--- src/hw/rtl/li_pkg.sv ---
// Shared types and constants for the line intersection block.
// Used by li_front, li_fifo, li_back and line_intersection.
package li_pkg;

   localparam int COEF_WIDTH = 32;
   localparam int FRAC_BITS  = 16;
   localparam int PROD_W     = 2 * COEF_WIDTH;
   localparam int DIFF_W     = PROD_W + 1;
   localparam int MAG_W      = PROD_W;
   localparam int NUM_W      = MAG_W + FRAC_BITS;
   localparam int FIFO_DEPTH = 4;
   localparam int FIFO_AW    = $clog2(FIFO_DEPTH);

   typedef struct packed {
      logic signed [COEF_WIDTH-1:0] first_a;
      logic signed [COEF_WIDTH-1:0] first_b;
      logic signed [COEF_WIDTH-1:0] first_c;
      logic signed [COEF_WIDTH-1:0] second_a;
      logic signed [COEF_WIDTH-1:0] second_b;
      logic signed [COEF_WIDTH-1:0] second_c;
   } req_type;

   typedef struct packed {
      logic signed [COEF_WIDTH-1:0] cross_x;
      logic signed [COEF_WIDTH-1:0] cross_y;
      logic                         found;
      logic                         clipped;
   } rsp_type;

   // classified transaction handed from front to back
   typedef struct packed {
      logic             found;   // determinant nonzero
      logic             same_x;  // numerator x and determinant share sign
      logic             same_y;
      logic [MAG_W-1:0] den;
      logic [MAG_W-1:0] num_x;
      logic [MAG_W-1:0] num_y;
   } item_type;

   typedef struct packed {
      logic full;
      logic empty;
   } fifo_status_type;

endpackage

--- src/hw/rtl/li_fifo.sv ---
// Short queue between front and back; four entries of item_type.
// Depends on li_pkg.
module li_fifo (
   input  logic                    clock,
   input  logic                    reset,
   input  logic                    push,
   input  li_pkg::item_type        push_item,
   input  logic                    pop,
   output li_pkg::item_type        head_item,
   output li_pkg::fifo_status_type status
);

   localparam int AW = li_pkg::FIFO_AW;

   li_pkg::item_type mem_ff [li_pkg::FIFO_DEPTH];
   logic [AW-1:0]    wr_ff, rd_ff;
   logic [AW:0]      cnt_ff;

   always_ff @(posedge clock) begin
      if (reset) begin
         wr_ff  <= '0;
         rd_ff  <= '0;
         cnt_ff <= '0;
      end else begin
         if (push) wr_ff <= wr_ff + 1'b1;
         if (pop)  rd_ff <= rd_ff + 1'b1;
         cnt_ff <= cnt_ff + (AW+1)'(push) - (AW+1)'(pop);
      end
   end

   always_ff @(posedge clock) begin
      if (push) mem_ff[wr_ff] <= push_item;
   end

   assign head_item    = mem_ff[rd_ff];
   assign status.full  = (cnt_ff == (AW+1)'(li_pkg::FIFO_DEPTH));
   assign status.empty = (cnt_ff == '0);

endmodule

--- config.mk ---
export PLATFORM = sky130hd
export DESIGN_NAME = li_fifo
export DESIGN_NICKNAME = d
export VERILOG_FILES = /design/src/hw/rtl/li_pkg.sv /design/src/hw/rtl/li_fifo.sv
export SDC_FILE = /design/constraint.sdc
export NUM_CORES = 1
export LEC_CHECK = 0
export BUFFER_PORTS_ARGS = -buffer_cell sky130_fd_sc_hd__buf_2
export CORE_MARGIN = 4
export CORE_UTILIZATION = 35
export DETAILED_ROUTE_END_ITERATION = 6
export PLACE_DENSITY = 0.63
export SLEW_MARGIN = 20
export SYNTH_ARGS = -nofsm -noshare
export SYNTH_HDL_FRONTEND = slang
export SYNTH_SLANG_ARGS = --single-unit
--- constraint.sdc ---
create_clock -name clock -period 11.45 [get_ports clock]
set_input_delay 0.5725 -clock clock [delete_from_list [all_inputs] [get_ports clock]]
set_output_delay 0.5725 -clock clock [all_outputs]
set_load 0.005 [all_outputs]
### After elaboration in Yosys (flattened, before gate mapping)

Memory sizes are Yosys's and may differ from the RTL's. A register that Yosys moved wholly into a read port is not among the register bits.
Cells that the tools add are included.

* add/sub/neg operators: 4
* muxes and demuxes: 4
* order comparisons: 0
* bitwise operators: 0
* eq/ne operators: 1
* shift-type cells: 0
* divide/modulo/power cells: 0
* reductions and logical operators: 1
* multipliers: 0

Operator list (count)
* adder 2 x 1 -> 2 bit, second input constant: 2
* two-way mux 2 bit: 2
* adder 3 x 1 -> 3 bit: 1
* == test 3 bit, second input constant: 1
* logical NOT 3 bit: 1
* subtractor 3 x 1 -> 3 bit: 1
* two-way mux 1 bit: 2

* register bits after elaboration: 7
* ROM bits: 0
* memories: 1
* bits in writable memories: 780
* word-level logic and storage cells: 14
* latch bits: 0

Memory list
* mem_ff: depth 4, bits a word 195, rd ports 1, clocked after memory_dff 1, write ports 1, RTL line li_fifo.sv:15 `li_pkg::item_type mem_ff [li_pkg::FIFO_DEPTH];`

### Longest topological paths before layout

Gate-level depths: netlist of run 1.

* depth after elaboration: 3
* mapped depth: 7
* depth with buffers taken out: 7

### Worst setup path before layout of run 1

Ideal clock, no wire load.

* path kind: input port to flip-flop
* start: input port push
* end: memory mem_ff[0][0] in the netlist's numbering, enable pin
* arrival time: 4999 ps
* slack: 5873 ps
* stages: 1
* library setup time: 578 ps
* required time: 10872 ps
* cell sequence: and2_1

* longest elaborated chain between the ends: 2

RTL lines
* start, declared: RTL line li_fifo.sv:6 `input logic push,`
* two-way mux 1 bit: RTL line li_fifo.sv:32 `if (push) mem_ff[wr_ff] <= push_item;`
* two-way mux 1 bit (not written as such): RTL line li_fifo.sv:32
* end, declared: RTL line li_fifo.sv:15

Every way passes these cells.

==> run_results.csv, run 1 <==
group,metric,value,unit
synth,yosysMostFrequentCell,"edfxtp_1",
die,rows,104,
synth,ys_top_cells_by_count,"edfxtp_1 (780), mux4_2 (195), buf_2 (21)",
placed_design,portBuffers,395,
drt,met2_length,27.6,mm
clock_network,cts_tree,"yes",
placed_design,gp_congestion,0.705,
sta,setup_viol,0,
clock_network,post_cts_resized,0,
synth,yosys.area.top_type,"edfxtp_1",
clock_network,clk_transition_reported_paths,0.06,ns
synth,avgSynthCellArea,26.9,um^2
clock_network,clockRootBuffer,"clkbuf_16",
worst_setup_path,crit_type,"flip-flop to primary output",
hold_path,worstHoldPathType,"input port to flip-flop",
sta,fin_crit_sh,38.7,%
die,io-pin-count,396,
worst_setup_path,critPathLaunchType,"flip-flop",
worst_setup_path,rrSetupSlack,8.34,ns
hold_path,holdPathEnd,"mem_ff[1][76]$_DFFE_PP_",
global_routing,grt_first_pass_wirelength,86.4,mm
sta,hold_violations,0,
die,start_util,35.4,%
die,core-area,80700,um^2
drt,met3WireLength,5.17,mm
hold_path,min_path_cells,1,
global_routing,grt_max_degree,61,
finish,drive_gt1_share,45.9,%
synth,seq_area_frac_synth,82.6,%
synth,yosys_warnings,0,
clock_network,htreeDepth,3,
worst_setup_path,r2r_cells,5,
synth,syn_area,28600,um^2
clock_network,clock_sinks,789,
pwr,p_total,0.00648,W
die,die_area,86300,um^2
pwr,powerDensity,188,nW/um^2
clock_network,cts_hold_buf,0,
sta,max_freq,226,MHz
job,cap_violations,0,
worst_setup_path,regToRegEndpoint,"mem_ff[2][137]$_DFFE_PP_",
finish,fillers,6950,
drt,wl,56.8,mm
synth,synth_area_leaders,"edfxtp_1 (82%), mux4_2 (15%), buf_6 (0.71%)",
drt,vias,12700,
global_routing,grtUsageTotal,13.1,%
finish,area_delta_synth_final,20.3,%
sta,skew,0.0177,ns
finish,final_nets,1721,
sta,rsz0062_at_grt,"no",
placed_design,dp_hpwl,34.7,mm
drt,final_antenna_net_count,0,
finish,fin_util,42.6,%
drt,drt-initial-drc-count,799,
synth,synth-edff-count,780,
synth,synth_ff_type,"edfxtp_1",
sta,fin_tns_setup,0,ns
worst_setup_path,cp.arrival,3.86,ns
synth,syn_nets,1267,
die,die_h,294,um
synth,synth_top_area_share,82.0,%
worst_setup_path,critPathRequiredTime,10.88,ns
worst_setup_path,end_kind,"primary output",
sta,worst_slew_pin_slew,0.957,ns
pwr,ir_drop,0.141,mV
die,die_x,294,um
drt,firstDrtPassIters,4,
clock_network,numCtsBuffers,82,
global_routing,grt_pass1_vias,13800,
clock_network,post_cts_buffers,0,
hold_path,hp-start,"push_item[76]",
synth,async_flop_share,0,%
drt,viasPerCell,4.79,
sta,slew_headroom,36.2,%
outcome,status,"finished clean",
worst_setup_path,rr_startpoint,"wr_ff[0]$_SDFFE_PP0P_",
sta,layout_min_cycle_time,4.43,ns
sta,maxSlewViolCount,0,
drt,drc,0,
global_routing,grt_antenna_before_repair,19,
synth,synthCells,1061,
pwr,p_leak,11.4,nW
synth,synth_cell_types,20,
drt,wl_per_cell,21.4,um
drt,routed.top_layer,"met5",
worst_setup_path,critPathMaxFanout,46,
clock_network,clk_path_buf_depth,3,
drt,wl_met1,23.0,mm
synth,ys_seq_elements,789,
global_routing,grt_overflow,0,
clock_network,insertion_delay,0.60,ns
-- metrics by stage --
stage / hold slack (ns) / area (um^2) / setup WS, ns / instances
detailed placement: 0.526 / 31700 / 7.45 / 2491
global route: 0.134 / 34400 / 6.58 / 2642
CTS: 0.115 / 34400 / 6.78 / 2641
global placement: 0.506 / 31700 / 7.45 / 2491
floorplan: 0.492 / 28600 / 5.87 / 1061
finish: 0.172 / 34400 / 7.02 / 2651
-- cells in the final DEF (no fill, tap or decap) --
| cell | Yosys | layout |
|---|---|---|
| a21bo_2 | 1 | 1 |
| a21oi_1 | 1 | 1 |
| and2_4 | 0 | 4 |
| and3_1 | 1 | 1 |
| buf_2 | 21 | 395 |
| buf_4 | 0 | 19 |
| bufinv_16 | 0 | 8 |
| clkbuf_1 | 5 | 25 |
| clkbuf_16 | 0 | 84 |
| clkinv_1 | 0 | 15 |
| clkinv_2 | 0 | 12 |
| clkinv_8 | 0 | 3 |
| dfxtp_1 | 9 | 7 |
| dfxtp_4 | 0 | 2 |
| diode_2 | 0 | 10 |
| edfxtp_1 | 780 | 780 |
| fa_1 | 1 | 1 |
| ha_1 | 6 | 6 |
| inv_1 | 6 | 6 |
| inv_16 | 0 | 1 |
| inv_6 | 0 | 2 |
| mux2i_1 | 1 | 1 |
| mux4_2 | 195 | 195 |
| nand3b_1 | 1 | 1 |
| nor2_1 | 5 | 5 |
| nor2b_1 | 2 | 2 |
| nor3_1 | 1 | 1 |
| xnor2_1 | 2 | 2 |
| xor3_1 | 1 | 1 |
-- registers in the layout, summed over array words and instances (netlist names), named ones only --
signal  cells
wr_ff       2
mem_ff    780
cnt_ff      3
rd_ff       2
-- worst max-delay path by stage --
stage / end / slack, ns / cells past startpoint
3_3_place_gp: head_item[144] / 7.45 / 4
3_5_place_dp: head_item[147] / 7.45 / 4
5_1_grt: head_item[80] / 6.58 / 4
2_1_floorplan: mem_ff[0][0]$_DFFE_PP_ / 5.87 / 1
6_report: head_item[147] / 7.02 / 4
4_1_cts: head_item[147] / 6.78 / 4
-- power by group --
group	internal [W]	switching (W)	total, W
Combinational	0.000258	0.000280	0.000538
Sequential	0.00332	0.0000381	0.00336
Clock	0.00153	0.00104	0.00258
-- final cells by class --
| type | instances | area (um^2) | area share, % |
|---|---|---|---|
| flip-flops and latches | 789 | 23600 | 68.7 |
| multi-input cells | 222 | 4640 | 13.5 |
| clock buffers | 109 | 2200 | 6.39 |
| repair buffers | 414 | 2120 | 6.16 |
| well taps | 1060 | 1330 | 3.86 |
| clock inverters | 41 | 443 | 1.29 |
| diodes | 10 | 25.0 | 0.0728 |
| inverters | 6 | 22.5 | 0.0655 |
-- cell families (layout without fill, tap and decap cells) --
logic type | Yosys count | after routing | synth area share, %
and+or+nand+nor | 14 | 14 | 0.263
DFF | 789 | 789 | 82.6
xor gates and xnor gates | 3 | 3 | 0.144
AOI/OAI and AO/OA | 2 | 2 | 0.0525
muxes | 196 | 196 | 15.4
other | 0 | 10 | 0
adders and majority gates | 7 | 7 | 0.333
buffers and inverters | 50 | 570 | 1.22
-- worst max-delay path: stages (launching register included) --
cell and delay (ns):
dfxtp_4 0.77, buf_4 0.72, buf_4 0.82, mux4_2 0.64, buf_2 0.15
-- routing by layer --
layer,global-route usage (%),up-vias
met4,3.60,18
met2,21.0,395
met5,0,-
met3,4.96,88
met1,16.8,6629
li1,-,5558
Power figures use the tool's default switching activity.
==> run 2, diff against run 1 <==
==> constraint.sdc (replaced) <==
create_clock -name clock -period 4.56 [get_ports clock]
set_input_delay 0.228 -clock clock [delete_from_list [all_inputs] [get_ports clock]]
set_output_delay 0.228 -clock clock [all_outputs]
set_load 0.005 [all_outputs]
==> run 2 against run 1 <==
Compared with the run above:
- global-route usage is 0.83 points higher
- highest routed layer unchanged
- hold slack improved by 0.19 ns
- utilization grew 2.9 points
- clock skew down 0.0026 ns
- largest cell class unchanged
- die area did not move
- final cell count rose by 7.5%
- clock power rose to 2.6 times the previous value
==> run_results.csv, run 2 (synthesis results as in run 1) <==
group,metric,value,unit
global_routing,grt_overflow,0,
drt,drt-initial-drc-count,858,
clock_network,htreeDepth,3,
clock_network,clk_transition_reported_paths,0.06,ns
drt,wl,60.1,mm
worst_setup_path,end_kind,"primary output",
die,rows,104,
global_routing,grt_use_met3,3.99,%
finish,final_nets,1929,
sta,fin_ws,1.55,ns
worst_setup_path,rr_startpoint,"wr_ff[0]$_SDFFE_PP0P_",
sta,slew_headroom,34.7,%
finish,area_delta_synth_final,28.6,%
clock_network,post_cts_buffers,0,
finish,largest_reg_flops,780,
pwr,p_leak,12.4,nW
drt,viasPerCell,4.82,
placed_design,placed_cells,2497,
drt,vias,13700,
drt,final_antenna_net_count,0,
die,io-pin-count,396,
clock_network,cts_hold_buf,199,
global_routing,grt_antenna_before_repair,4,
drt,wl_per_cell,21.1,um
placed_design,placed_area,31900,um^2
job,cap_violations,0,
clock_network,numCtsBuffers,83,
worst_setup_path,critPathLaunchType,"flip-flop",
global_routing,grt_max_degree,79,
worst_setup_path,critPathMaxFanout,78,
clock_network,clockRootBuffer,"clkbuf_16",
global_routing,grt-busiest-layer,"met2",
finish,final_area,36700,um^2
sta,max_freq,332,MHz
hold_path,hp-start,"push_item[100]",
finish,final_common_cell,"edfxtp_1",
sta,layout_min_cycle_time,3.01,ns
die,core-area,80700,um^2
clock_network,clk_path_buf_depth,3,
clock_network,post_cts_resized,0,
sta,maxSlewViolCount,0,
global_routing,grt_first_pass_wirelength,92.1,mm
global_routing,grtUsageMet1,17.6,%
die,die_x,294,um
die,start_util,35.4,%
pwr,powerDensity,455,nW/um^2
finish,regMostFlops,"mem_ff",
sta,fin_tns_setup,0,ns
die,die_h,294,um
sta,worst_slew_pin_slew,0.980,ns
outcome,status,"finished clean",
clock_network,cts_tree,"yes",
global_routing,grtUsageTotal,13.9,%
finish,final_cell_mix,"edfxtp_1 (780), buf_2 (395), dlygate4sd3_1 (199)",
sta,setup_viol,0,
placed_design,preCtsSetupSlack,2.02,ns
sta,hold_violations,0,
drt,drc,0,
drt,firstDrtPassIters,5,
sta,fin_crit_sh,66.0,%
global_routing,grt_pass1_vias,15400,
global_routing,grt.met2_usage,23.4,%
placed_design,dp_hpwl,35.3,mm
worst_setup_path,critPathRequiredTime,4.33,ns
pwr,ir_drop,0.349,mV
pwr,p_total,0.0167,W
finish,reg_top3,"mem_ff (780), cnt_ff (3)",
placed_design,portBuffers,395,
worst_setup_path,crit_type,"flip-flop to primary output",
sta,rsz0062_at_grt,"no",
finish,fillers,6744,
hold_path,worstHoldPathType,"input port to flip-flop",
finish,fin_cells,2851,
die,die_area,86300,um^2
clock_network,clock_sinks,789,
worst_setup_path,cp.arrival,2.78,ns
sta,skew,0.0150,ns
finish,drive_gt1_share,41.4,%
clock_network,insertion_delay,0.61,ns
placed_design,gp_congestion,0.700,
## run 2: changes by cell type in the layout (fill, tap and decap cells not counted), moves of 3 or more
cell           before  now
buf_12              0   14
dlygate4sd3_1       0  199
clkinv_8            3    0
buf_4              19   11
clkbuf_1           25   15
clkinv_1           15   18
diode_2            10    3
## run 2: worst paths after layout
| path | end | slack (ns) | cells past startpoint |
|---|---|---|---|
| setup / recovery | head_item[132] | 1.55 | 3 |
| hold / removal | mem_ff[3][100]$_DFFE_PP_ | 0.36 | 2 |
| setup reg to reg | mem_ff[1][40]$_DFFE_PP_ | 2.37 | 3 |
| hold reg to reg | flip-flop | 0.53 | 2 |
## run 2: cell type report
| class | instances | area (um^2) | area share (%) |
|---|---|---|---|
| Timing Repair Buffer | 621 | 4390 | 11.9 |
| Tap cell | 1060 | 1330 | 3.61 |
| Multi-Input combinational cell | 222 | 4640 | 12.6 |
| Antenna cell | 3 | 7.51 | 0.0204 |
| Clock inverter | 49 | 568 | 1.55 |
| Inverter | 6 | 22.5 | 0.0613 |
| Clock buffer | 101 | 2190 | 5.95 |
| Sequential cell | 789 | 23600 | 64.3 |
## run 2: power by group
| part | internal [W] | switching (W) |
|---|---|---|
| sequential | 0.00834 | 0.0000988 |
| combinational | 0.000797 | 0.000748 |
| clock | 0.00401 | 0.00271 |
## run 2: worst max-delay path: stages (launching register included)
cell and delay (ns):
dfxtp_4 0.98, buf_12 0.43, mux4_2 0.42, buf_2 0.15
## run 2: per-layer routing
metal | vias to the layer above | wire, um
met5 | - | 13
met3 | 93 | 4710
met4 | 2 | 1270
li1 | 5960 | -
met1 | 7247 | 24300
met2 | 427 | 29800
## run 2: stage by stage
stage          hold slack (ns)  utilization, %
2_1_floorplan            0.300               -
3_3_place_gp             0.436            39.6
3_5_place_dp             0.444            39.6
4_1_cts                  0.297            45.5
5_1_grt                  0.324            45.5
6_report                 0.358            45.5
==> run 3, diff against run 2 <==
==> constraint.sdc (replaced) <==
create_clock -name clock -period 2.89 [get_ports clock]
set_input_delay 0.1445 -clock clock [delete_from_list [all_inputs] [get_ports clock]]
set_output_delay 0.1445 -clock clock [all_outputs]
set_load 0.005 [all_outputs]
==> run 3 against run 2 <==
Compared with the run above:
- sequential share of layout area is 0.43 points lower
- non-clock buffer count is 8 higher
- highest routed layer unchanged
- largest cell class unchanged
- combinational power is 62% higher
- clock skew is 0.0017 ns higher
- critical path type unchanged
==> run_results.csv, run 3 (synthesis results as in run 1) <==
group,metric,value,unit
outcome,status,"finished clean",
die,io-pin-count,396,
worst_setup_path,critPathMaxFanout,17,
global_routing,grt_first_pass_wirelength,92.0,mm
sta,fin_crit_sh,87.8,%
pwr,p_sw,0.00566,W
drt,vias,13600,
drt,wl_per_cell,21.1,um
sta,setup_viol,0,
pwr,netSwitchingFraction,21.2,%
pwr,p_total,0.0266,W
placed_design,gp_congestion,0.738,
finish,largest_reg_flops,780,
finish,area_delta_synth_final,29.4,%
finish,final_nets,1938,
sta,maxSlewViolCount,0,
drt,drt-initial-drc-count,803,
worst_setup_path,critPathRequiredTime,2.75,ns
drt,drc,0,
drt,wl,60.5,mm
clock_network,clockRootBuffer,"clkbuf_16",
finish,reg_top3,"mem_ff (780), cnt_ff (3)",
clock_network,clock_sinks,789,
pwr,p_leak,12.5,nW
die,rows,104,
drt,viasPerCell,4.74,
global_routing,grt_antenna_before_repair,6,
finish,final_cell_mix,"edfxtp_1 (780), buf_2 (395), dlygate4sd3_1 (199)",
placed_design,preCtsSetupSlack,0.843,ns
sta,hold_ws,0.275,ns
pwr,clkPwrFrac,40.7,%
clock_network,htreeDepth,3,
worst_setup_path,crit_type,"flip-flop to primary output",
pwr,p_seq_share,49.9,%
clock_network,cts_tree,"yes",
die,die_x,294,um
worst_setup_path,cp.arrival,2.39,ns
sta,worst_slew_pin_slew,0.782,ns
clock_network,clk_path_buf_depth,3,
finish,drive_gt1_share,41.8,%
placed_design,portBuffers,395,
pwr,ir_drop,0.479,mV
clock_network,insertion_delay,0.62,ns
sta,skew,0.0167,ns
hold_path,worstHoldPathType,"input port to flip-flop",
die,die_area,86300,um^2
die,core-area,80700,um^2
drt,final_antenna_net_count,0,
finish,regMostFlops,"mem_ff",
sta,fin_tns_setup,0,ns
worst_setup_path,end_kind,"primary output",
placed_design,dp_hpwl,36.0,mm
worst_setup_path,critPathLaunchType,"flip-flop",
sta,hold_violations,0,
sta,max_freq,394,MHz
sta,slew_headroom,47.9,%
finish,fillers,6720,
clock_network,numCtsBuffers,84,
pwr,powerDensity,720,nW/um^2
global_routing,grt_max_degree,91,
die,start_util,35.4,%
sta,rsz0062_at_grt,"no",
sta,layout_min_cycle_time,2.54,ns
sta,fin_ws,0.352,ns
clock_network,clk_transition_reported_paths,0.06,ns
pwr,pwr-share-comb,9.4,%
global_routing,grtUsageTotal,14.1,%
finish,final_common_cell,"edfxtp_1",
die,die_h,294,um
drt,firstDrtPassIters,5,
pwr,internal_power,0.0210,W
global_routing,grt_pass1_vias,15000,
global_routing,grt_overflow,0,
job,cap_violations,0,
==> run 3: changes by cell type in the layout (fill, tap and decap cells not counted), sizes merged <==
cell / before / now
buf: 422 / 430
clkbuf: 101 / 104
bufinv: 10 / 12
diode: 3 / 5
==> run 3: repair_timing <==
item,CTS,global route
hold buffers,199,0
buffers inserted,0,0
resized for setup,0,0
hold endpoints to repair,789,0
==> run 3: through the flow <==
| step | utilization, % | std cells | area, um^2 |
|---|---|---|---|
| 3_5_place_dp | 39.9 | 2507 | 32200 |
| 4_1_cts | 45.8 | 2861 | 37000 |
| 2_1_floorplan | - | 1061 | 28600 |
| 5_1_grt | 45.8 | 2865 | 37000 |
| 3_3_place_gp | 39.9 | 2507 | 32200 |
| 6_report | 45.9 | 2866 | 37000 |
==> run 3: cell type report <==
type | count | area, um^2 | share of cell area (%)
multi-input combinational | 222 | 4640 | 12.5
tap | 1060 | 1330 | 3.59
inverter | 6 | 22.5 | 0.0609
clock inverter | 51 | 627 | 1.69
antenna | 5 | 12.5 | 0.0338
sequential | 789 | 23600 | 63.8
clock buffer | 104 | 2200 | 5.94
timing repair buffer | 629 | 4560 | 12.3
==> run 3: path summary, 6_finish.rpt <==
check                                      startpoint                      end  slack, ns  depth (start not counted)
worst max register to register  wr_ff[1]$_SDFFE_PP0P_  mem_ff[1][84]$_DFFE_PP_       0.93                          4
worst max-delay path                        flip-flop            head_item[28]       0.35                          4
worst min-delay path                    push_item[35]  mem_ff[2][35]$_DFFE_PP_       0.28                          2
worst min register to register  rd_ff[1]$_SDFFE_PP0P_                flip-flop       0.53                          2
==> run 3: power groups by stage <==
| stage | clock network [W] | registers [W] | logic (W) |
|---|---|---|---|
| finish | 0.0108 | 0.0133 | 0.00251 |
| global route | 0.0117 | 0.0133 | 0.00273 |
| CTS | 0.0112 | 0.0133 | 0.00259 |
| detailed placement | 0 | 0.0135 | 0.00235 |
| global placement | 0 | 0.0135 | 0.00231 |
| floorplan | 0 | 0.0135 | 0.00124 |
==> run 3: worst max-delay path, stage by stage (launching register included) <==
cell,delay (ns)
dfxtp_4,0.60
buf_12,0.25
buf_4,0.21
mux4_2,0.55
buf_2,0.16
==> run 3: per-layer routing <==
metal | track usage (%) | vias to the layer above | routed length, um
li1 | - | 5980 | -
met1 | 18.1 | 7117 | 24700
met2 | 23.5 | 405 | 30200
met3 | 3.82 | 91 | 4190
met4 | 4.25 | 2 | 1320
met5 | 0 | - | 13
